$ cat src/hw/rtl/scfr_pkg.sv
`default_nettype none
// ----------------------------------------------------------------------------
// scfr_pkg
// Shared types, constants and helpers of the serial command frame receiver.
// ----------------------------------------------------------------------------
package scfr_pkg;

  localparam int BUFFER_DEPTH = 32;
  localparam int IDX_W        = $clog2(BUFFER_DEPTH);
  localparam int CNT_W        = $clog2(BUFFER_DEPTH + 1);
  localparam int ADDR_W       = IDX_W + 1;
  localparam int MEM_DEPTH    = 2 ** ADDR_W;

  localparam int HEADER_LEN   = 9;
  localparam int HDR_IW       = $clog2(HEADER_LEN);
  localparam int MIN_LEN      = 13;
  localparam int HIST_LEN     = 4;
  localparam int JOBQ_DEPTH   = 2;
  localparam int CFG_IDX_W    = 2;

  localparam logic [7:0]  START_BYTE    = 8'hFE;
  localparam logic [15:0] RESERVED_WORD = 16'h0000;
  localparam logic [7:0]  DIR_DOWN      = 8'hF0;
  localparam logic [7:0]  END_BYTE0     = 8'hF1;
  localparam logic [7:0]  END_BYTE1     = 8'h1F;
  localparam logic [7:0]  END_BYTE2     = 8'hF2;
  localparam logic [1:0]  END_LEN       = 2'd3;

  localparam logic [CFG_IDX_W-1:0] REG_PROTOCOL_ID = CFG_IDX_W'(0);
  localparam logic [CFG_IDX_W-1:0] REG_DEVICE_ID   = CFG_IDX_W'(1);

  typedef enum logic [2:0] {
    ST_OK        = 3'd0,
    ST_PROTOCOL  = 3'd1,
    ST_RESERVED  = 3'd2,
    ST_DEVICE    = 3'd3,
    ST_DIRECTION = 3'd4,
    ST_CHECKSUM  = 3'd5,
    ST_SHORT     = 3'd6
  } status_t;

  typedef enum logic [1:0] {
    BK_IDLE,
    BK_FETCH,
    BK_SEND
  } back_state_t;

  typedef struct packed {
    status_t          status;
    logic [7:0]       mode;
    logic [7:0]       command;
    logic [CNT_W-1:0] n;
    logic             bank;
  } job_t;

  typedef struct packed {
    logic              en;
    logic [ADDR_W-1:0] addr;
    logic [7:0]        data;
  } mem_wr_t;

  typedef struct packed {
    logic              en;
    logic [ADDR_W-1:0] addr;
  } mem_rd_t;

  function automatic logic [7:0] end_byte(input logic [1:0] pos);
    logic [7:0] val;
    case (pos)
      2'd0:    val = END_BYTE0;
      2'd1:    val = END_BYTE1;
      default: val = END_BYTE2;
    endcase
    return val;
  endfunction

endpackage
`default_nettype wire

$ cat src/hw/rtl/scfr_jobq.sv
`default_nettype none
// ----------------------------------------------------------------------------
// scfr_jobq
// Two-entry queue of checked frames between the front and the back.
// ----------------------------------------------------------------------------
module scfr_jobq
  import scfr_pkg::*;
(
  input  wire logic clk,
  input  wire logic rst_n,
  input  wire logic push,
  input  wire job_t job_in,
  input  wire logic pop,
  output job_t      head,
  output logic      empty,
  output logic      full
);

  job_t       mem_r [JOBQ_DEPTH];
  logic       wr_ptr_r;
  logic       rd_ptr_r;
  logic [1:0] cnt_r;
  logic [1:0] cnt_nxt;

  always_comb begin
    cnt_nxt = cnt_r;
    if (push && !pop) begin
      cnt_nxt = cnt_r + 2'd1;
    end else if (pop && !push) begin
      cnt_nxt = cnt_r - 2'd1;
    end
  end

  always_ff @(posedge clk) begin
    if (!rst_n) begin
      wr_ptr_r <= 1'b0;
      rd_ptr_r <= 1'b0;
      cnt_r    <= 2'd0;
    end else begin
      if (push) begin
        wr_ptr_r <= ~wr_ptr_r;
      end
      if (pop) begin
        rd_ptr_r <= ~rd_ptr_r;
      end
      cnt_r <= cnt_nxt;
    end
  end

  always_ff @(posedge clk) begin
    if (push) begin
      mem_r[wr_ptr_r] <= job_in;
    end
  end

  assign head  = mem_r[rd_ptr_r];
  assign empty = (cnt_r == 2'd0);
  assign full  = (cnt_r == 2'(JOBQ_DEPTH));

endmodule
`default_nettype wire

$ cat config.mk
export PLATFORM = sky130hd
export DESIGN_NAME = scfr_jobq
export DESIGN_NICKNAME = d
export VERILOG_FILES = /design/src/hw/rtl/scfr_pkg.sv /design/src/hw/rtl/scfr_jobq.sv
export SDC_FILE = /design/constraint.sdc
export NUM_CORES = 1
export LEC_CHECK = 0
export BUFFER_PORTS_ARGS = -buffer_cell sky130_fd_sc_hd__buf_2
export CORE_MARGIN = 3
export CORE_UTILIZATION = 55
export DETAILED_ROUTE_END_ITERATION = 8
export PLACE_DENSITY_LB_ADDON = 0.08
export SETUP_SLACK_MARGIN = 0.3
export SYNTH_ARGS = -nofsm -noshare
export SYNTH_HDL_FRONTEND = slang
export SYNTH_SLANG_ARGS = --single-unit
$ cat constraint.sdc
create_clock -name clk -period 4.8 [get_ports clk]
set_clock_uncertainty 0.15 [all_clocks]
set_input_delay 0.24 -clock clk [delete_from_list [all_inputs] [get_ports clk]]
set_output_delay 0.24 -clock clk [all_outputs]
set_load 0.005 [all_outputs]
======== Word-level counts from Yosys, hierarchy flattened ========
Memory sizes are Yosys's and may differ from the RTL's. A register that Yosys moved wholly into a read port is not among the register bits.
Index checks and enable logic that the tools add are counted.
operators by class
  $add $sub $neg .......................... 2
  multiplexer cells ....................... 6
  bitwise logic cells ..................... 2
  reduce and logical (&&, ||, !) cells .... 6
  eq/ne operators ......................... 1
operators by type and width
  kind                 number
  $mux 1               4
  $mux 2               2
  $add 2x1->2 const B  1
  $eq 2x2->1 const B   1
  $logic_and 1x1->1    2
  $logic_not 1->1      2
  $logic_not 2->1      1
  $not 1->1            2
  $reduce_bool 2->1    1
  $sub 2x1->2 const B  1
storage, ports and cells
  output and inout bits ................... 28
  input port bits ......................... 30
  logic and storage cells ................. 21
  bits in writable memories ............... 52
  memories ................................ 1
  bits in registers ....................... 4
memory list
  name   depth  width  read ports  clocked after Yosys merged registers in  write ports  line             source
  mem_r  2      26     1           1                                        1            scfr_jobq.sv:19  job_t mem_r [JOBQ_DEPTH];

======== Logic depth before layout (Yosys ltp) ========
  word-level depth ........................ 4
  gate-level depth with buffers ........... 5
  gate-level depth less buffers ........... 5

======== Least setup slack after synthesis ========
Ideal clock, no wire load.
  path type ............................... reg2reg
  from .................................... register wr_ptr_r
  to ...................................... memory mem_r[0][0] (netlist bit), enable pin
  library setup time ...................... 0.413 ns
  cell stages (with the launch flop) ...... 2
  data arrival time ....................... 1.515 ns
  clock period less this slack ............ 2.078 ns
  data required time ...................... 4.237 ns
  buffers on the path ..................... 0
  slack ................................... 2.722 ns
  cells stage by stage .................... dfxtp_1 nor2b_1
RTL lines
  what                    line             source
  start, declared         scfr_jobq.sv:20  logic wr_ptr_r;
  start signal, assigned  scfr_jobq.sv:41  wr_ptr_r <= ~wr_ptr_r;
  end, declared           scfr_jobq.sv:19
No word-level cell before the write port.

==> metrics.cfg <==
[synthesis]
synthMuxAreaShare_pct=14.0
synthCells=103
synth_cell_types=17
synth_top_family_by_area=multiplexers
ys_warn_count=0
synthAdderAreaFrac_pct=0.598
ys_seq_elements=57
synth_xor_area_share_pct=1.26
synth-simple-area-share_pct=2.69
synth-compound-area-share_pct=0.956
syn_area_um2=2090
syn_nets=134
synth.avg_cell_area_um2=20.3
ys_seq_area_share_pct=79.4

[sta]
slew_headroom_pct=21.5
tns_ns=0
rsz0062_at_grt=false
slew_viol_final=0
worstMarginPinSlew_ns=1.18
setup_viol=0
hold_viol=0
min_period_over_period_pct=48.9
fmax_mhz=426
min_period_ns=2.35

[pwr]
p_int_uw=846
clkPwrFrac_pct=33.9
fin_total_pwr_mw=1.06
p_leak_nw=1.10
power_frac_seq_pct=55.4
vdd_ir_drop_max_mv=0.234
p_sw_uw=217
power_frac_comb_pct=10.6
power_density_nw_per_um2=373
switching_share_pct=20.5

[min_path]
min_path_cells=2
hp-class=in -> reg

[drt]
drtAntennaViolNets=0
avgViaCountPerCell=4.94
route.detailed.drc=0
wirelength_um=3520
firstDrtPassIters=4
wl_per_cell_um=14.3
drtIter0Drc=63
vias=1215

[cells_and_area]
drive_gt1_share_pct=48.0
n_fill_cell=186
n_antenna_cell=0
area_delta_synth_final_pct=36.0
nets=226

[clocking]
cts_made_buffers=9
cts_tree=done
clkSlewWorstSetupHoldPaths_ns=0.06
hold_buffers=26
h-tree-depth=3
cts.path.max_buffers=2
cts_setup_buffers=0
clockRootBuffer=clkbuf_8
insertion_delay_ns=0.31
cts.repair.resized=0
clock_sink_count=57

[job]
max_cap_viol_count=0

[setup_path]
crit_path_end_kind=output pin
path_max_fanout=26
r2r.worst_path.cells=1
arrival_ns=1.96
crit_slowest_cell=dfxtp_1
cp.required_ns=4.41
criticalPathCategory=reg -> out
worstSetupStartpointType=flop
crit_chain=mux2_2 -> buf_2
cpPeakStageDelay_ns=1.07

[place]
dp_hpwl_um=2100
finalWeightedCongestion=0.655
io_buffers=57

[floorplan]
core_area_um2=3490
die_y_um=67.7
num_io_pins=58
die-area_um2=4580
rows=21
initial_core_util_pct=59.9
dieWidth_um=67.7

[global_route]
grt_pass1_vias=1240
grt_overflow=0
grt_max_degree=27
antenna_found_initial=0
track_usage_pct=17.8
grt_pass1_wl_um=5600

[run_status]
outcome=completed

[per-stage QoR]
step / hold slack [ns] / setup WS [ns] / instances / util [%] / area (um^2)
after detailed placement: 0.281 / 2.77 / 204 / 69.4 / 2430
after floorplan: 0.189 / 2.72 / 103 / - / 2090
after global routing: 0.0388 / 2.31 / 246 / 81.5 / 2850
after CTS: 0.0292 / 2.42 / 246 / 81.5 / 2850
after global placement: 0.277 / 2.77 / 204 / 69.4 / 2430
final: 0.0366 / 2.45 / 246 / 81.5 / 2850
[worst paths after layout]
path	from	end	slack (ns)
max	flop	head[20]	2.45
min	rst_n	wr_ptr_r	0.04
max reg2reg	wr_ptr_r	mem_r[1][24]	2.96
min reg2reg	cnt_r[1]	cnt_r[1]	0.35
[Yosys cell counts]
master | n | area (um^2)
a21boi_1 | 1 | 7.51
and2_1 | 4 | 25.0
and2b_2 | 1 | 8.76
buf_2 | 1 | 5.00
buf_4 | 2 | 15.0
dfxtp_1 | 5 | 100
edfxtp_1 | 52 | 1560
ha_1 | 1 | 12.5
inv_1 | 1 | 3.75
mux2_2 | 26 | 293
nor2_1 | 1 | 3.75
nor2b_1 | 2 | 12.5
o21a_1 | 1 | 7.51
o21ai_0 | 1 | 5.00
or3_1 | 1 | 6.26
xnor2_1 | 1 | 8.76
xor2_1 | 2 | 17.5
[layer usage]
| metal | track usage [%] | vias to the layer above | part of all wire [%] |
|---|---|---|---|
| met4 | 7.59 | 0 | 0.37 |
| met3 | 6.32 | 2 | 5.9 |
| li1 | - | 579 | - |
| met5 | 0 | - | 0 |
| met2 | 31.5 | 43 | 55 |
| met1 | 19.0 | 591 | 38 |
[layout make-up]
class	count	area, um^2	area share, %
clock buffer	16	160	5.63
inverter	1	3.75	0.132
multi-input combinational	42	410	14.4
timing repair buffer	84	553	19.4
sequential	57	1660	58.4
tap	46	57.6	2.02
[critical path, delay by kind of cell (launching register included)]
kind / cells / cell delay, ns
flops: 1 / 1.07
buf+inv: 1 / 0.13
mux: 1 / 0.43
[cell families (layout without fill, tap and decap cells)]
| kind of cell | after synthesis | in the layout |
|---|---|---|
| flops | 57 | 57 |
| simple gates | 9 | 9 |
| xor+xnor | 3 | 3 |
| fa+ha+maj | 1 | 1 |
| buf+inv | 4 | 101 |
| mux | 26 | 26 |
| compound gates | 3 | 3 |
[state kept, by name, indices dropped and copies added (netlist names), named ones only]
signal,cells
wr_ptr_r,1
cnt_r,2
mem_r,52
rd_ptr_r,1
[power groups by stage]
stage | logic [mW] | clock network [mW] | registers, mW
final | 0.113 | 0.361 | 0.589
after global routing | 0.124 | 0.398 | 0.593
after CTS | 0.114 | 0.369 | 0.590
after detailed placement | 0.0970 | 0 | 0.600
after global placement | 0.0941 | 0 | 0.598
after floorplan | 0.0597 | 0 | 0.589
[layout by cell type, fill, tap and decap left out]
cell and n:
nor2b_1 1, or3_1 1, and2_1 4, buf_4 1, ha_1 1, a21boi_1 1
nor2_1 1, clkbuf_1 6, dlygate4sd3_1 26, and2b_2 1, dfxtp_1 5, edfxtp_1 52
mux2_2 26, xnor2_1 1, nor2b_2 1, buf_2 57, o21ai_0 1, xor2_1 2
o21a_1 1, inv_1 1, clkbuf_8 10
No activity file was read; power rests on OpenSTA's default activity.
