### src/hw/rtl/scfr_pkg.sv
`default_nettype none
// ----------------------------------------------------------------------------
// scfr_pkg
// Shared types, constants and helpers of the serial command frame receiver.
// ----------------------------------------------------------------------------
package scfr_pkg;

  localparam int BUFFER_DEPTH = 32;
  localparam int IDX_W        = $clog2(BUFFER_DEPTH);
  localparam int CNT_W        = $clog2(BUFFER_DEPTH + 1);
  localparam int ADDR_W       = IDX_W + 1;
  localparam int MEM_DEPTH    = 2 ** ADDR_W;

  localparam int HEADER_LEN   = 9;
  localparam int HDR_IW       = $clog2(HEADER_LEN);
  localparam int MIN_LEN      = 13;
  localparam int HIST_LEN     = 4;
  localparam int JOBQ_DEPTH   = 2;
  localparam int CFG_IDX_W    = 2;

  localparam logic [7:0]  START_BYTE    = 8'hFE;
  localparam logic [15:0] RESERVED_WORD = 16'h0000;
  localparam logic [7:0]  DIR_DOWN      = 8'hF0;
  localparam logic [7:0]  END_BYTE0     = 8'hF1;
  localparam logic [7:0]  END_BYTE1     = 8'h1F;
  localparam logic [7:0]  END_BYTE2     = 8'hF2;
  localparam logic [1:0]  END_LEN       = 2'd3;

  localparam logic [CFG_IDX_W-1:0] REG_PROTOCOL_ID = CFG_IDX_W'(0);
  localparam logic [CFG_IDX_W-1:0] REG_DEVICE_ID   = CFG_IDX_W'(1);

  typedef enum logic [2:0] {
    ST_OK        = 3'd0,
    ST_PROTOCOL  = 3'd1,
    ST_RESERVED  = 3'd2,
    ST_DEVICE    = 3'd3,
    ST_DIRECTION = 3'd4,
    ST_CHECKSUM  = 3'd5,
    ST_SHORT     = 3'd6
  } status_t;

  typedef enum logic [1:0] {
    BK_IDLE,
    BK_FETCH,
    BK_SEND
  } back_state_t;

  typedef struct packed {
    status_t          status;
    logic [7:0]       mode;
    logic [7:0]       command;
    logic [CNT_W-1:0] n;
    logic             bank;
  } job_t;

  typedef struct packed {
    logic              en;
    logic [ADDR_W-1:0] addr;
    logic [7:0]        data;
  } mem_wr_t;

  typedef struct packed {
    logic              en;
    logic [ADDR_W-1:0] addr;
  } mem_rd_t;

  function automatic logic [7:0] end_byte(input logic [1:0] pos);
    logic [7:0] val;
    case (pos)
      2'd0:    val = END_BYTE0;
      2'd1:    val = END_BYTE1;
      default: val = END_BYTE2;
    endcase
    return val;
  endfunction

endpackage
`default_nettype wire

### src/hw/rtl/scfr_if.sv
`default_nettype none


interface scfr_out_if;
  logic       valid;
  logic       ready;
  logic [2:0] status;
  logic [7:0] mode;
  logic [7:0] command;
  logic [7:0] payload_byte;
  logic       payload_valid;
  logic       last;
  modport source (output valid, output status, output mode, output command,
                  output payload_byte, output payload_valid, output last,
                  input ready);
  modport sink   (input valid, input status, input mode, input command,
                  input payload_byte, input payload_valid, input last,
                  output ready);
endinterface

`default_nettype wire

### src/hw/rtl/scfr_back.sv
`default_nettype none
// ----------------------------------------------------------------------------
// scfr_back
// Result sequencer: reads payload bytes of a checked frame and sends results.
// ----------------------------------------------------------------------------
module scfr_back
  import scfr_pkg::*;
(
  input  wire logic       clk,
  input  wire logic       rst_n,
  input  wire job_t       head,
  input  wire logic       q_empty,
  output logic            q_pop,
  output mem_rd_t         mem_rd,
  input  wire logic [7:0] rd_data,
  scfr_out_if.source      out_if
);

  back_state_t      state_r;
  back_state_t      state_nxt;
  logic [CNT_W-1:0] idx_r;
  logic [CNT_W-1:0] idx_nxt;
  logic [CNT_W-1:0] rd_idx;
  logic [CNT_W-1:0] rd_pos;
  logic             single;
  logic             is_last;

  assign single  = (head.status != ST_OK) || (head.n == '0);
  assign is_last = single || (CNT_W'(idx_r + CNT_W'(1)) == head.n);
  assign rd_pos  = CNT_W'(HEADER_LEN) + rd_idx;

  always_comb begin
    state_nxt = state_r;
    unique case (state_r)
      BK_IDLE: begin
        if (!q_empty) begin
          state_nxt = single ? BK_SEND : BK_FETCH;
        end
      end
      BK_FETCH: begin
        state_nxt = BK_SEND;
      end
      BK_SEND: begin
        if (out_if.ready) begin
          state_nxt = is_last ? BK_IDLE : BK_FETCH;
        end
      end
      default: begin
        state_nxt = BK_IDLE;
      end
    endcase
  end

  always_comb begin
    q_pop     = 1'b0;
    mem_rd.en = 1'b0;
    rd_idx    = idx_r;
    idx_nxt   = idx_r;
    unique case (state_r)
      BK_IDLE: begin
        idx_nxt = '0;
        rd_idx  = '0;
        if (!q_empty && !single) begin
          mem_rd.en = 1'b1;
        end
      end
      BK_FETCH: begin
      end
      BK_SEND: begin
        if (out_if.ready) begin
          if (is_last) begin
            q_pop = 1'b1;
          end else begin
            rd_idx    = idx_r + CNT_W'(1);
            idx_nxt   = rd_idx;
            mem_rd.en = 1'b1;
          end
        end
      end
      default: begin
      end
    endcase
    mem_rd.addr = {head.bank, rd_pos[IDX_W-1:0]};
  end

  always_ff @(posedge clk) begin
    if (!rst_n) begin
      state_r <= BK_IDLE;
      idx_r   <= '0;
    end else begin
      state_r <= state_nxt;
      idx_r   <= idx_nxt;
    end
  end

  assign out_if.valid         = (state_r == BK_SEND);
  assign out_if.status        = head.status;
  assign out_if.mode          = head.mode;
  assign out_if.command       = head.command;
  assign out_if.payload_valid = !single;
  assign out_if.payload_byte  = single ? 8'd0 : rd_data;
  assign out_if.last          = is_last;

endmodule
`default_nettype wire

### src/flat_wrapper.sv
// flat-port wrapper written by rule: the top's interface ports become plain ports
module scfr_back_flat import scfr_pkg::*;
  (clk, rst_n, head, q_empty, q_pop, mem_rd, rd_data, out_if_valid, out_if_status, out_if_mode, out_if_command, out_if_payload_byte, out_if_payload_valid, out_if_last, out_if_ready);
  scfr_out_if out_if_i ();
  input  wire logic clk;
  input  wire logic rst_n;
  input  wire job_t head;
  input  wire logic q_empty;
  output logic q_pop;
  output mem_rd_t mem_rd;
  input  wire logic [7:0] rd_data;
  output wire logic [$bits(out_if_i.valid)-1:0] out_if_valid;
  output wire logic [$bits(out_if_i.status)-1:0] out_if_status;
  output wire logic [$bits(out_if_i.mode)-1:0] out_if_mode;
  output wire logic [$bits(out_if_i.command)-1:0] out_if_command;
  output wire logic [$bits(out_if_i.payload_byte)-1:0] out_if_payload_byte;
  output wire logic [$bits(out_if_i.payload_valid)-1:0] out_if_payload_valid;
  output wire logic [$bits(out_if_i.last)-1:0] out_if_last;
  input wire logic [$bits(out_if_i.ready)-1:0] out_if_ready;
  assign out_if_valid = out_if_i.valid;
  assign out_if_status = out_if_i.status;
  assign out_if_mode = out_if_i.mode;
  assign out_if_command = out_if_i.command;
  assign out_if_payload_byte = out_if_i.payload_byte;
  assign out_if_payload_valid = out_if_i.payload_valid;
  assign out_if_last = out_if_i.last;
  assign out_if_i.ready = out_if_ready;
  scfr_back u_core (.clk(clk), .rst_n(rst_n), .head(head), .q_empty(q_empty), .q_pop(q_pop), .mem_rd(mem_rd), .rd_data(rd_data), .out_if(out_if_i));
endmodule
### config.mk
export PLATFORM = sky130hd
export DESIGN_NAME = scfr_back_flat
export DESIGN_NICKNAME = d
export VERILOG_FILES = /design/src/hw/rtl/scfr_pkg.sv /design/src/hw/rtl/scfr_if.sv /design/src/hw/rtl/scfr_back.sv /design/src/flat_wrapper.sv
export SDC_FILE = /design/constraint.sdc
export NUM_CORES = 1
export LEC_CHECK = 0
export ABC_AREA = 1
export BUFFER_PORTS_ARGS = -buffer_cell sky130_fd_sc_hd__clkbuf_2
export CAP_MARGIN = 25
export CORE_ASPECT_RATIO = 0.9
export CORE_UTILIZATION = 44
export CTS_CLUSTER_SIZE = 10
export DETAILED_ROUTE_END_ITERATION = 10
export HOLD_SLACK_MARGIN = 0.05
export PLACE_DENSITY = 0.87
export SYNTH_ARGS = -nofsm -noshare
export SYNTH_HDL_FRONTEND = slang
export SYNTH_SLANG_ARGS = --single-unit
### constraint.sdc
create_clock -name clk -period 3.7 [get_ports clk]
set_input_delay 0.37 -clock clk [delete_from_list [all_inputs] [get_ports clk]]
set_output_delay 0.37 -clock clk [all_outputs]
set_load 0.01 [all_outputs]
**Yosys cells after proc, flatten, opt, wreduce, memory -nomap -nowiden**

Index checks and enable logic that the tools add are counted.
W data, S select, Z words.

- Register bits after elaboration: 8
- Input bits: 38
- Output and inout bits: 38
- Word-level logic and storage cells: 34

- Add/subtract/negate cells: 2
- Equality and inequality tests: 5
- Muxes and demuxes: 16
- Reduce and logical (&&, ||, !) cells: 9

Operators by type and width:

| kind | number |
|---|---|
| $mux W6 | 2 |
| $pmux W6 S2 | 1 |
| $mux W8 | 1 |
| $mux W1 | 7 |
| $add A6 B1 Y6 const B | 1 |
| $eq A6 B6 Y1 | 1 |
| $logic_not A6 Y1 | 1 |
| $mux W2 | 3 |
| $pmux W2 S3 | 1 |
| $add A4 B5 Y5 const A | 1 |
| $reduce_bool A3 Y1 | 1 |
| $eq A2 B1 Y1 const B | 1 |
| $eq A2 B2 Y1 const B | 1 |
| $logic_not A1 Y1 | 2 |
| $logic_not A2 Y1 | 1 |
| $logic_or A1 B1 Y1 | 2 |
| $ne A2 B1 Y1 const B | 1 |
| $ne A2 B2 Y1 const B | 1 |
| $pmux W1 S2 | 1 |
| $reduce_and A2 Y1 | 1 |
| $logic_and A1 B1 Y1 | 1 |

**Longest topological paths before layout**

- Depth in word-level cells: 7
- Depth in mapped cells: 19
- Gate-level depth less buffers: 19

**Worst setup path after synthesis**

No wires, ideal clock.

- Path type: register -> output
- Start: reg u_core.idx_r[0]
- End: out mem_rd[4] in the netlist's numbering
- Data arrival time: 1.970 ns
- Data required time: 3.330 ns
- Path slack: 1.360 ns
- Cell stages (with the launch flop): 19
- Buffers on the path: 0
- Path through: dfxtp_1 > ha_1 > nand2_1 > nand2_1 > nand2_1 > nand2_1 > nand2_1 > nor2_2 > nand3_4 > nand3_4 > inv_2 > nand3_2 > nand2_2 > nor2_2 > ha_1 > nand2_1 > nand2_1 > nand2_1 > nand2_1

RTL lines:

| element | RTL line | source |
|---|---|---|
| start, declared | scfr_back.sv:21 | `logic [CNT_W-1:0] idx_r;` |
| start signal, assigned | scfr_back.sv:92 | `idx_r <= idx_nxt;` |
| end, declared | flat_wrapper.sv:10 | `output mem_rd_t mem_rd;` |

==> reports/metrics.csv <==
stage,metric,value,unit
timing,worst-margin pin slew,534,ps
drt,iteration-0 DRC count of the detailed router,38,
floorplan,die width,54.2,um
critical_path,endpoint class of the critical path,output port,
placed_design,GPL Wtd Cong,0.893,
floorplan,chip height,49.0,um
timing,Final Hold Viols,0,
timing,Final Max Slew Viols,0,
floorplan,die area,2650,um^2
timing,setup total negative slack,0,ps
drt,final WL,2.35,mm
cells_and_area,layout cell share with drive strength beyond 1,35.3,%
floorplan,I/O pins,76,
cells_and_area,Total Nets Final,243,
cells_and_area,Fillers,234,
critical_path,worst reg2reg startpoint,u_core.idx_r[0],
placed_design,input/output buffers,41,
timing,RSZ-0062 raised after global routing,false,
global_route,initial antenna violation count,0,
critical_path,worst setup path class,flip-flop to output port,
clocking,# resized after CTS,0,
clocking,CTS tree,yes,
power,PD cells,183,nW/um^2
placed_design,post-DP HPWL,1.95,mm
timing,fmax,340,MHz
power,Leak,0.670,nW
synth,"area leader, netlist",dfxtp_1,
clocking,CTS sink count,8,
clocking,CTS Buf Count,3,
cells_and_area,post-layout util,52.6,%
critical_path,Worst Path Max Fanout,6,
synth,Yosys reg bits,8,
timing,Final min period,2940,ps
clocking,clk_lat worst skew,260,ps
flow_run,MaxCap Viol Count,0,
synth,post-synthesis sequential area ratio,14.8,%
timing,endpoints failing setup,0,
global_route,global-route wire length before repair,3.96,mm
synth,Yosys Warn Count,0,
clocking,H-tree levels,1,
drt,post-route ant nets,0,
clocking,"Clk pin slew, worst setup/hold paths",60,ps
critical_path,Crit. Startpoint,u_core.idx_r[0],
drt,average vias per placed instance,4.83,
critical_path,"Req. time, crit path",3330,ps
clocking,clock buffer depth,2,
global_route,grt total ovfl,0,
global_route,vias in the first global route,914,
synth,Netlist Area Pre-Place,1080,um^2
critical_path,Startpoint Class,flip-flop,
drt,first drt pass iteration count,4,
global_route,pin count of the biggest net entering global routing,10,
global_route,Tot GR Track Use,19.7,%
floorplan,core area,2240,um^2
synth,post-synthesis cell count,178,
clocking,CTS root buf,clkbuf_4,
hold_path,Min-Delay Path Class,primary input to flip-flop,
cells_and_area,ANT cells,0,
cells_and_area,area grow syn2layout,9.28,%
floorplan,site row count,16,
timing,Setup Skew,7.42,ps
synth,Synth area leaders,"dfxtp_1, buf_4, nand2_1",
clocking,cts-stage hold buffer count,0,
critical_path,Worst EP arrival,2570,ps
synth,Syn Nets,218,
power,Peak VDD IR,0.154,mV
timing,Slew HR,64.2,%
drt,wire per inst,10.3,um
timing,final worst path period share,79.4,%
drt,vias,1102,
hold_path,worst hold start,rst_n,
drt,Remaining DRCs,0,
synth,Cell variety after synth,24,
outcome,status,finished clean,
synth,Syn Area/Cell,6.06,um^2
power,total power,0.000216,W
floorplan,Starting Density,48.1,%
synth,share of the synthesized area in the top cell type,14.8,%
clocking,postcts setup bufs,0,
## layout by cell type, fill, tap and decap left out
cell      netlist  routed
nand3_2         6       6
nand3b_2        1       1
o21ai_0         1       1
a21boi_0        1       1
nand4_1        10      10
o21ai_1         1       1
dfxtp_1         8       8
o21bai_2        1       1
nor2_2          5       5
nand4_2         1       1
nor2_1         20      20
nand2_2         6       6
nand3_1        10      10
xor2_1          1       1
clkbuf_2        0      41
o21ai_2         1       1
a21oi_1         5       5
inv_1          31      31
o21bai_1        1       1
ha_1            2       2
inv_2           4       4
nand2_1        39      39
clkbuf_4        0       3
nand3_4         2       2
## metrics by stage
stage | area, um^2 | setup WS [ps] | hold WS, ps | std cells
final | 1180 | 762 | 307 | 228
after global routing | 1180 | 468 | 323 | 228
after CTS | 1180 | 782 | 308 | 228
after detailed placement | 1160 | 1070 | 564 | 225
after global placement | 1160 | 1110 | 571 | 225
after floorplan | 1080 | 1360 | 468 | 178
## registers in the layout, summed over array words and instances (netlist names)
register,count
u_core.state_r,2
u_core.idx_r,6
## kinds of logic after synthesis
group	count (synthesis)	share of synthesized area, %
fa+ha+maj	2	2.32
xor+xnor	1	0.812
simple gates	100	48.4
flops	8	14.8
buf+inv	56	27.1
compound gates	11	6.50
## final timing paths
kind                                     endpoint  slack [ps]  cells past startpoint
worst max-delay path                    mem_rd[4]         760                     19
worst min-delay path            u_core.state_r[0]         310                      3
worst max register to register    u_core.idx_r[4]        1730                     15
worst min register to register    u_core.idx_r[1]         590                      2
## cell usage after synthesis
master and number:
nor2_1 20, inv_1 31, o21ai_0 1, o21ai_2 1, nor2_2 5, buf_6 1, dfxtp_1 8, o21bai_2 1
ha_1 2, inv_2 4, nand3_2 6, nand2_1 39, a21oi_1 5, nand3b_2 1, nand2_2 6, a21boi_0 1
xor2_1 1, o21ai_1 1, buf_4 20, nand3_4 2, o21bai_1 1, nand4_2 1, nand3_1 10, nand4_1 10
## power breakdown
group	switching [W]	leakage [nW]	internal [W]
combinational	0.0000350	0.591	0.0000235
clock	0.0000310	0.0138	0.0000372
sequential	0.00000175	0.0647	0.0000878
total	0.0000677	0.670	0.000149
## final cells by class
type,count,area (um^2),area share [%]
repair buffers,41,205,17.4
inverters,35,131,11.1
flip-flops and latches,8,160,13.6
well taps,27,33.8,2.87
clock buffers,3,22.5,1.91
multi-input cells,114,626,53.1
## worst max-delay path, stage by stage (launching register included)
cell and delay [ps]:
dfxtp_1 460, ha_1 280, nand2_1 90, nand2_1 100, nand2_1 50, nand2_1 50, nand2_1 50, nor2_2 120
nand3_4 120, nand3_4 120, inv_2 60, nand3_2 80, nand2_2 50, nor2_2 110, ha_1 190, nand2_1 70
nand2_1 60, nand2_1 40, nand2_1 50, clkbuf_2 120
## metal layers
| layer | global-route usage [%] | up-vias | wire [um] |
|---|---|---|---|
| met5 | 0 | - | 0 |
| met4 | 5.98 | 0 | 20 |
| met3 | 5.30 | 4 | 193 |
| met2 | 27.0 | 37 | 1090 |
| met1 | 29.3 | 477 | 1050 |
| li1 | - | 584 | - |
Power figures use the tool's default switching activity.
