<file path="config.mk">
export PLATFORM = sky130hd
export DESIGN_NAME = scfr_front_flat
export DESIGN_NICKNAME = d
export VERILOG_FILES = /design/src/hw/rtl/scfr_pkg.sv /design/src/hw/rtl/scfr_if.sv /design/src/hw/rtl/scfr_front.sv /design/src/flat_wrapper.sv
export SDC_FILE = /design/constraint.sdc
export NUM_CORES = 1
export LEC_CHECK = 0
export BUFFER_PORTS_ARGS = -buffer_cell sky130_fd_sc_hd__buf_2
export CAP_MARGIN = 20
export CORE_MARGIN = 2
export CORE_UTILIZATION = 40
export CTS_BUF_LIST = sky130_fd_sc_hd__clkbuf_8
export CTS_CLUSTER_DIAMETER = 30
export DETAILED_ROUTE_END_ITERATION = 7
export PLACE_DENSITY = 0.6
export SLEW_MARGIN = 5
export SYNTH_ARGS = -nofsm -noshare
export SYNTH_HDL_FRONTEND = slang
export SYNTH_SLANG_ARGS = --single-unit
</file>
<file path="constraint.sdc">
create_clock -name clk -period 3.6 [get_ports clk]
set_clock_uncertainty 0.2 [all_clocks]
set_input_delay 0 -clock clk [delete_from_list [all_inputs] [get_ports clk]]
set_output_delay 0 -clock clk [all_outputs]
set_load 0.02 [all_outputs]
</file>
<file path="src/hw/rtl/scfr_pkg.sv">
`default_nettype none
// ----------------------------------------------------------------------------
// scfr_pkg
// Shared types, constants and helpers of the serial command frame receiver.
// ----------------------------------------------------------------------------
package scfr_pkg;

  localparam int BUFFER_DEPTH = 32;
  localparam int IDX_W        = $clog2(BUFFER_DEPTH);
  localparam int CNT_W        = $clog2(BUFFER_DEPTH + 1);
  localparam int ADDR_W       = IDX_W + 1;
  localparam int MEM_DEPTH    = 2 ** ADDR_W;

  localparam int HEADER_LEN   = 9;
  localparam int HDR_IW       = $clog2(HEADER_LEN);
  localparam int MIN_LEN      = 13;
  localparam int HIST_LEN     = 4;
  localparam int JOBQ_DEPTH   = 2;
  localparam int CFG_IDX_W    = 2;

  localparam logic [7:0]  START_BYTE    = 8'hFE;
  localparam logic [15:0] RESERVED_WORD = 16'h0000;
  localparam logic [7:0]  DIR_DOWN      = 8'hF0;
  localparam logic [7:0]  END_BYTE0     = 8'hF1;
  localparam logic [7:0]  END_BYTE1     = 8'h1F;
  localparam logic [7:0]  END_BYTE2     = 8'hF2;
  localparam logic [1:0]  END_LEN       = 2'd3;

  localparam logic [CFG_IDX_W-1:0] REG_PROTOCOL_ID = CFG_IDX_W'(0);
  localparam logic [CFG_IDX_W-1:0] REG_DEVICE_ID   = CFG_IDX_W'(1);

  typedef enum logic [2:0] {
    ST_OK        = 3'd0,
    ST_PROTOCOL  = 3'd1,
    ST_RESERVED  = 3'd2,
    ST_DEVICE    = 3'd3,
    ST_DIRECTION = 3'd4,
    ST_CHECKSUM  = 3'd5,
    ST_SHORT     = 3'd6
  } status_t;

  typedef enum logic [1:0] {
    BK_IDLE,
    BK_FETCH,
    BK_SEND
  } back_state_t;

  typedef struct packed {
    status_t          status;
    logic [7:0]       mode;
    logic [7:0]       command;
    logic [CNT_W-1:0] n;
    logic             bank;
  } job_t;

  typedef struct packed {
    logic              en;
    logic [ADDR_W-1:0] addr;
    logic [7:0]        data;
  } mem_wr_t;

  typedef struct packed {
    logic              en;
    logic [ADDR_W-1:0] addr;
  } mem_rd_t;

  function automatic logic [7:0] end_byte(input logic [1:0] pos);
    logic [7:0] val;
    case (pos)
      2'd0:    val = END_BYTE0;
      2'd1:    val = END_BYTE1;
      default: val = END_BYTE2;
    endcase
    return val;
  endfunction

endpackage
`default_nettype wire

</file>
<file path="src/hw/rtl/scfr_if.sv">
`default_nettype none
// ----------------------------------------------------------------------------
// scfr_if
// Word channels of the receiver: input bytes, results and register writes.
// ----------------------------------------------------------------------------
interface scfr_in_if;
  logic       valid;
  logic       ready;
  logic [7:0] rx_byte;
  modport source (output valid, output rx_byte, input ready);
  modport sink   (input valid, input rx_byte, output ready);
endinterface

`default_nettype wire

</file>
<file path="src/hw/rtl/scfr_front.sv">
`default_nettype none
// ----------------------------------------------------------------------------
// scfr_front
// Frame hunting, byte buffering, end detection and frame checking.
// ----------------------------------------------------------------------------
module scfr_front
  import scfr_pkg::*;
(
  input  wire logic        clk,
  input  wire logic        rst_n,
  scfr_in_if.sink          in_if,
  input  wire logic [15:0] protocol_id,
  input  wire logic [15:0] device_id,
  input  wire logic        q_full,
  output logic             q_push,
  output job_t             q_job,
  output mem_wr_t          mem_wr
);

  logic             in_frame_r;
  logic [CNT_W-1:0] cnt_r;
  logic [1:0]       em_r;
  logic [7:0]       sum_r;
  logic             bank_r;
  logic [7:0]       hist_r [HIST_LEN];
  logic [7:0]       hdr_r  [HEADER_LEN];

  logic             acc;
  logic [7:0]       b;
  logic             store;
  logic             start;
  logic             drop;
  logic [1:0]       em_nxt;
  logic [7:0]       sum_nxt;
  logic             done;
  status_t          status;

  assign in_if.ready = !q_full;
  assign acc   = in_if.valid && in_if.ready;
  assign b     = in_if.rx_byte;
  assign start = acc && !in_frame_r && (b == START_BYTE);
  assign drop  = acc && in_frame_r && (cnt_r == CNT_W'(BUFFER_DEPTH));
  assign store = acc && in_frame_r && (cnt_r != CNT_W'(BUFFER_DEPTH));

  always_comb begin
    if (b == end_byte(em_r)) begin
      em_nxt = em_r + 2'd1;
    end else if (b == END_BYTE0) begin
      em_nxt = 2'd1;
    end else begin
      em_nxt = 2'd0;
    end
  end

  // The running sum lags four bytes behind, so at the last end byte it covers
  // exactly the bytes before the checksum.
  assign sum_nxt = sum_r + ((cnt_r >= CNT_W'(HIST_LEN)) ? hist_r[HIST_LEN-1] : 8'd0);
  assign done    = store && (em_nxt == END_LEN);

  always_comb begin
    if (cnt_r < CNT_W'(MIN_LEN - 1)) begin
      status = ST_SHORT;
    end else if ({hdr_r[0], hdr_r[1]} != protocol_id) begin
      status = ST_PROTOCOL;
    end else if ({hdr_r[2], hdr_r[3]} != RESERVED_WORD) begin
      status = ST_RESERVED;
    end else if ({hdr_r[4], hdr_r[5]} != device_id) begin
      status = ST_DEVICE;
    end else if (hdr_r[6] != DIR_DOWN) begin
      status = ST_DIRECTION;
    end else if (sum_nxt != hist_r[HIST_LEN-2]) begin
      status = ST_CHECKSUM;
    end else begin
      status = ST_OK;
    end
  end

  always_comb begin
    q_push        = done;
    q_job.status  = status;
    q_job.mode    = (status == ST_OK) ? hdr_r[7] : 8'd0;
    q_job.command = (status == ST_OK) ? hdr_r[8] : 8'd0;
    q_job.n       = (status == ST_OK) ? (cnt_r - CNT_W'(MIN_LEN - 1)) : '0;
    q_job.bank    = bank_r;
    mem_wr.en     = store;
    mem_wr.addr   = {bank_r, cnt_r[IDX_W-1:0]};
    mem_wr.data   = b;
  end

  always_ff @(posedge clk) begin
    if (!rst_n) begin
      in_frame_r <= 1'b0;
      cnt_r      <= '0;
      em_r       <= 2'd0;
      sum_r      <= 8'd0;
      bank_r     <= 1'b0;
    end else if (start) begin
      in_frame_r <= 1'b1;
      cnt_r      <= '0;
      em_r       <= 2'd0;
      sum_r      <= 8'd0;
    end else if (drop || done) begin
      in_frame_r <= 1'b0;
      cnt_r      <= '0;
      em_r       <= 2'd0;
      if (done) begin
        bank_r <= ~bank_r;
      end
    end else if (store) begin
      cnt_r <= cnt_r + CNT_W'(1);
      em_r  <= em_nxt;
      sum_r <= sum_nxt;
    end
  end

  always_ff @(posedge clk) begin
    if (store) begin
      hist_r[0] <= b;
      for (int i = 1; i < HIST_LEN; i++) begin
        hist_r[i] <= hist_r[i-1];
      end
      if (cnt_r < CNT_W'(HEADER_LEN)) begin
        hdr_r[cnt_r[HDR_IW-1:0]] <= b;
      end
    end
  end

endmodule
`default_nettype wire

</file>
<file path="src/flat_wrapper.sv">
// flat-port wrapper written by rule: the top's interface ports become plain ports
module scfr_front_flat import scfr_pkg::*;
  (clk, rst_n, protocol_id, device_id, q_full, q_push, q_job, mem_wr, in_if_valid, in_if_rx_byte, in_if_ready);
  scfr_in_if in_if_i ();
  input  wire logic clk;
  input  wire logic rst_n;
  input  wire logic [15:0] protocol_id;
  input  wire logic [15:0] device_id;
  input  wire logic q_full;
  output logic q_push;
  output job_t q_job;
  output mem_wr_t mem_wr;
  input wire logic [$bits(in_if_i.valid)-1:0] in_if_valid;
  input wire logic [$bits(in_if_i.rx_byte)-1:0] in_if_rx_byte;
  output wire logic [$bits(in_if_i.ready)-1:0] in_if_ready;
  assign in_if_i.valid = in_if_valid;
  assign in_if_i.rx_byte = in_if_rx_byte;
  assign in_if_ready = in_if_i.ready;
  scfr_front u_core (.clk(clk), .rst_n(rst_n), .in_if(in_if_i), .protocol_id(protocol_id), .device_id(device_id), .q_full(q_full), .q_push(q_push), .q_job(q_job), .mem_wr(mem_wr));
endmodule
</file>
Word level (Yosys, flattened, before mapping)
Memories as Yosys holds them, arrays and structs flattened.
Cells that the tools add are included.
{"block": "word_totals", "ff_bits": 18, "latch_bits": 0, "ramBits": 104, "rom_bits": 0, "inputBits": 44, "output_inout_bits": 43, "elab_cells": 67, "n_memories": 2}
{"name": "u_core.hdr_r", "depth": 9, "word_bits": 8, "read_ports": 9, "rd_clocked_by_memory_dff": 0, "write_ports": 1, "line": "scfr_front.sv:26", "text": "logic [7:0] hdr_r [HEADER_LEN];"}
{"name": "u_core.hist_r", "depth": 4, "word_bits": 8, "read_ports": 4, "rd_clocked_by_memory_dff": 0, "write_ports": 4, "line": "scfr_front.sv:25", "text": "logic [7:0] hist_r [HIST_LEN];"}
{"block": "classes", "addsub": 4, "n_mul": 0, "n_div": 0, "magnitude_cmp": 3, "n_eq_ne": 11, "n_shift": 0, "n_mux": 20, "n_bitwise": 4, "n_reduce_logical": 18}
{"cell": "$ne 16x16->1", "count": 2}
{"cell": "$mux 8", "count": 3}
{"cell": "$mux 3", "count": 6}
{"cell": "$eq 8x8->1 const B", "count": 2}
{"cell": "$pmux 8 s2", "count": 1}
{"cell": "$reduce_bool 16->1", "count": 1}
{"cell": "$lt 6x4->1 const B", "count": 2}
{"cell": "$add 8x8->8", "count": 1}
{"cell": "$eq 8x8->1", "count": 1}
{"cell": "$mux 1", "count": 8}
{"cell": "$ne 8x8->1", "count": 1}
{"cell": "$ne 8x8->1 const B", "count": 1}
{"cell": "$logic_and 1x1->1", "count": 7}
{"cell": "$add 6x1->6 const B", "count": 1}
{"cell": "$eq 6x6->1 const B", "count": 1}
{"cell": "$ge 6x3->1 const B", "count": 1}
{"cell": "$mux 6", "count": 1}
{"cell": "$ne 6x6->1 const B", "count": 1}
{"cell": "$sub 6x4->6 const B", "count": 1}
{"cell": "$not 1->1", "count": 4}
{"cell": "$logic_not 3->1", "count": 1}
{"cell": "$reduce_and 3->1", "count": 1}
{"cell": "$reduce_or 3->1", "count": 1}
{"cell": "$add 2x1->2 const B", "count": 1}
{"cell": "other kinds (9)", "count": 10}

Longest topological paths before layout
{"block": "depth", "depth_word": 12, "ltp_mapped": 14, "depth_no_buf": 13}

Worst setup path before layout
Ideal clock, no wire load.
{"block": "synth_path", "kind": "flip-flop to output port", "from": "register u_core.cnt_r[0]", "to": "output port q_job[16] in the netlist's numbering", "arrival_time_ns": 3.217, "required_time_ns": 3.400, "slack_ns": 0.183, "stages_incl_launch_ff": 15, "n_path_buf": 1, "path_cell_list": "dfxtp_1 inv_1 ha_1 a211oi_1 nand2_1 and2_1 ha_1 fa_1 a21o_2 a21oi_1 xnor2_1 nor3_1 and4_4 buf_6 and4_1"}
{"item": "start, declared", "line": "scfr_front.sv:21", "text": "logic [CNT_W-1:0] cnt_r;"}
{"item": "start signal, assigned", "line": "scfr_front.sv:110", "text": "cnt_r <= cnt_r + CNT_W'(1);"}
{"item": "end, declared", "line": "flat_wrapper.sv:11", "text": "output job_t q_job;"}

==> metrics.yaml <==
outcome:
  status: "finished, violations left"
  failed_checks: "negative setup slack"
die:
  rows: 42
  die_h_um: 122
  floorplan.initialDensity_pct: 41.3
  io_pins: 87
  die_area_um2: 14800
  core_um2: 13400
  fp.dieW_um: 122
worst_setup_path:
  crit_cells: 14
  cp_top_family: "simple AND/OR/NAND/NOR gates"
  crit_end: "q_job[4]"
  worst-path-max-fanout: 6
  crit_path_start_kind: "flop"
  r2r-end: "u_core.in_frame_r"
  path_cells: "inv_4 -> ha_4 -> a211oi_2 -> nand2_1 -> and2_4 -> ha_4 -> fa_2 -> a211oi_2 -> or4b_1 -> nand4_1 -> xnor2_2 -> and4_4 -> and4_4 -> buf_6"
  worst-setup-path-type: "flop to primary output"
  worstRegToRegCells: 9
  rrSetupSlack_ns: 0.62
  cp-startpoint: "u_core.cnt_r[1]"
  r2r_start: "u_core.em_r[1]"
  endpoint_kind: "primary output"
  arrival_ns: 3.68
  slowest_stage: "fa_2"
  slowest_delay_ns: 0.39
  crit_buf_inv: 2
  required_ns: 3.40
grt:
  grt_antenna_before_repair: 0
  grt_use_total_pct: 18.6
  grt-ovfl-total: 0
  grt_pass1_vias: 3713
  grt_pass1_wl_um: 20100
  grt_start_max_net_pins: 42
sta:
  fin_setup_tns_ns: -5.68
  period_minus_slack_ns: 3.88
  drv_slew: 0
  setup_viol: 24
  post-route-period-util_pct: 108
  fin_ws_ns: -0.280
  holdWs_ns: 0.0498
  rsz0062_at_grt: "yes"
  worst_pin_slew_ns: 0.800
  hold_viol: 0
  slew_headroom_pct: 46.3
  clock.fmax_mhz: 258
place:
  gp_congestion: 0.773
  pre_cts_slack_ns: 0.0590
  place_hpwl_um: 7960
  portBuffers: 86
power:
  pwr-share-comb_pct: 3.4
  irDropWorstVdd_v: 0.000261
  power_mw: 2.96
  power.share.switching_pct: 19.2
  p_leak_nw: 2.71
  seq_power_share_pct: 51.6
  clockPowerShare_pct: 45.0
  p_int_mw: 2.39
  p_switching_mw: 0.568
  power.density_nw_per_um2: 415
synthesis:
  syn-num-nets: 459
  synth.avg_cell_area_um2: 14.1
  yosys_warnings: 0
  ys_ff_latch: 122
  synth_cell_types: 52
  netlist_instances: 393
  ys_seq_area_share_pct: 62.9
  async_reset_ff_share_pct: 0
  synth_flop_cell: "edfxtp_1"
  synth_edf_count: 104
  netlist_area_um2: 5540
clock_tree:
  cts_tree: "yes"
  ctsRootBufferMaster: "clkbuf_8"
  insertion_delay_ns: 0.43
  cts_sinks: 122
  h-tree-depth: 4
  cts_buffer_depth: 2
  cts_buffers: 17
  clk_pin_slew_ns: 0.06
route:
  wl_um: 13000
  viasPerCell: 5.20
  drc: 0
  dr.pass1.iters: 4
  ant_nets: 0
  wire_per_inst_um: 18.5
  num_vias: 3668
  drt_iter0_markers: 168
finish:
  fin_util_pct: 53.1
  area_growth_pct: 28.5
  finish.net_count: 582
  antenna_cells: 0
  drive_above_1_share_pct: 35.0
worst_hold_path:
  hold_path.class: "primary input to flop"
flow_run:
  maxCapViolCount: 0
[metal layers]
layer  vias up  track usage (%)  share of wire (%)  wire length (um)
li1       1724                -                  -                 -
met1      1810             24.1                 44              5770
met2       117             29.8                 48              6200
met3        17             5.20                6.4               827
met4         0             7.26                1.6               213
met5         -                0                  0                 0
[final cells by class]
cell class | count | area [um2]
fillers | 1120 | 6280
flip-flops and latches | 122 | 3490
multi-input cells | 239 | 2040
repair buffers | 124 | 882
clock buffers | 18 | 248
well taps | 176 | 220
clock inverters | 14 | 189
inverters | 12 | 47.5
[state kept, by name, summed over array words and instances (netlist names)]
name and flops:
u_core.hdr_r 72, u_core.hist_r 32, u_core.sum_r 8, u_core.cnt_r 6, u_core.em_r 2, u_core.bank_r 1
u_core.in_frame_r 1
[per-stage QoR]
stage | instances | instance area, um2
2_1_floorplan | 393 | 5540
3_3_place_gp | 647 | 6140
3_5_place_dp | 647 | 6140
4_1_cts | 701 | 7040
5_1_grt | 705 | 7120
6_report | 705 | 7120
[cells in the mapped netlist, types with 2 or more instances]
library cell  count  share of area [%]
a211oi_1          3               0.41
a211oi_2          2               0.45
a21o_2            2               0.32
a21oi_1          12                1.1
a31oi_1           2               0.23
and2_1            8               0.90
and3_1            8               0.90
and4_1           19                3.0
and4_2            4               0.72
buf_4            16                2.2
buf_6             2               0.41
clkbuf_1          4               0.27
dfxtp_1          18                6.5
edfxtp_1        104                 56
ha_1             21                4.7
inv_1            11               0.75
mux2i_1           5               0.90
nand2_1          14               0.95
nand3_1           7               0.63
nand4_1           8               0.90
nand4b_1          2               0.32
nor2_1           17                1.2
nor3_1            5               0.45
nor4_1           12                1.4
o211ai_1          2               0.27
o21ai_0           3               0.27
o21bai_1          2               0.27
or3_1             2               0.23
or4b_1            2               0.36
xnor2_1          14                2.2
xnor3_1           2               0.81
xor2_1           40                6.3
[worst min-delay path: stages]
cell     delay, ns
buf_2         0.12
nor2b_1       0.14
nand3_1       0.08
buf_4         0.15
nand2_1       0.06
a21oi_1       0.10
[placed cells by master (no fill, tap or decap), types with 11 or more instances in the layout]
| cell | Yosys | routed |
|---|---|---|
| edfxtp_1 | 104 | 104 |
| buf_2 | 1 | 63 |
| xor2_1 | 40 | 40 |
| buf_4 | 16 | 28 |
| buf_6 | 2 | 21 |
| clkbuf_8 | 0 | 18 |
| nor2_1 | 17 | 17 |
| and4_1 | 19 | 17 |
| nand2_1 | 14 | 14 |
| ha_1 | 21 | 14 |
| dfxtp_1 | 18 | 14 |
| inv_1 | 11 | 13 |
| a21oi_1 | 12 | 12 |
| nor4_1 | 12 | 12 |
| dlygate4sd3_1 | 0 | 12 |
| xnor2_1 | 14 | 11 |
[cell families after synthesis]
logic type      synth area share (%)
xor+xnor                        9.35
simple gates                    13.1
fa+ha+maj                       5.11
mux                            0.904
compound gates                  4.92
flops                           62.9
buf+inv                         3.75
[power by group through the flow]
stage / clock network (mW) / registers (mW) / logic, mW
finish: 1.33 / 1.53 / 0.100
global route: 1.41 / 1.52 / 0.108
CTS: 1.36 / 1.52 / 0.101
detailed placement: 0 / 1.56 / 0.0915
global placement: 0 / 1.56 / 0.0900
floorplan: 0 / 1.56 / 0.0337
[worst min-delay path by stage]
stage                startpoint           endpoint  slack, ns  depth (start not counted)
global placement          rst_n  u_core.in_frame_r       0.09                          2
finish              in_if_valid     u_core.em_r[1]       0.05                          6
floorplan                q_full        in_if_ready      -0.12                          1
global route        in_if_valid     u_core.em_r[1]       0.06                          6
detailed placement        rst_n  u_core.in_frame_r       0.09                          2
CTS                 in_if_valid     u_core.em_r[1]       0.02                          6
[timing repair]
action	in CTS	in global routing
endpoints found under the setup margin	24	24
pin swaps	29	17
hold endpoints to repair	96	0
buffers inserted	7	4
gates resized for setup	77	11
hold buffers	12	0
cloned	3	0
Note: power is estimated with default switching activity, not from simulation.
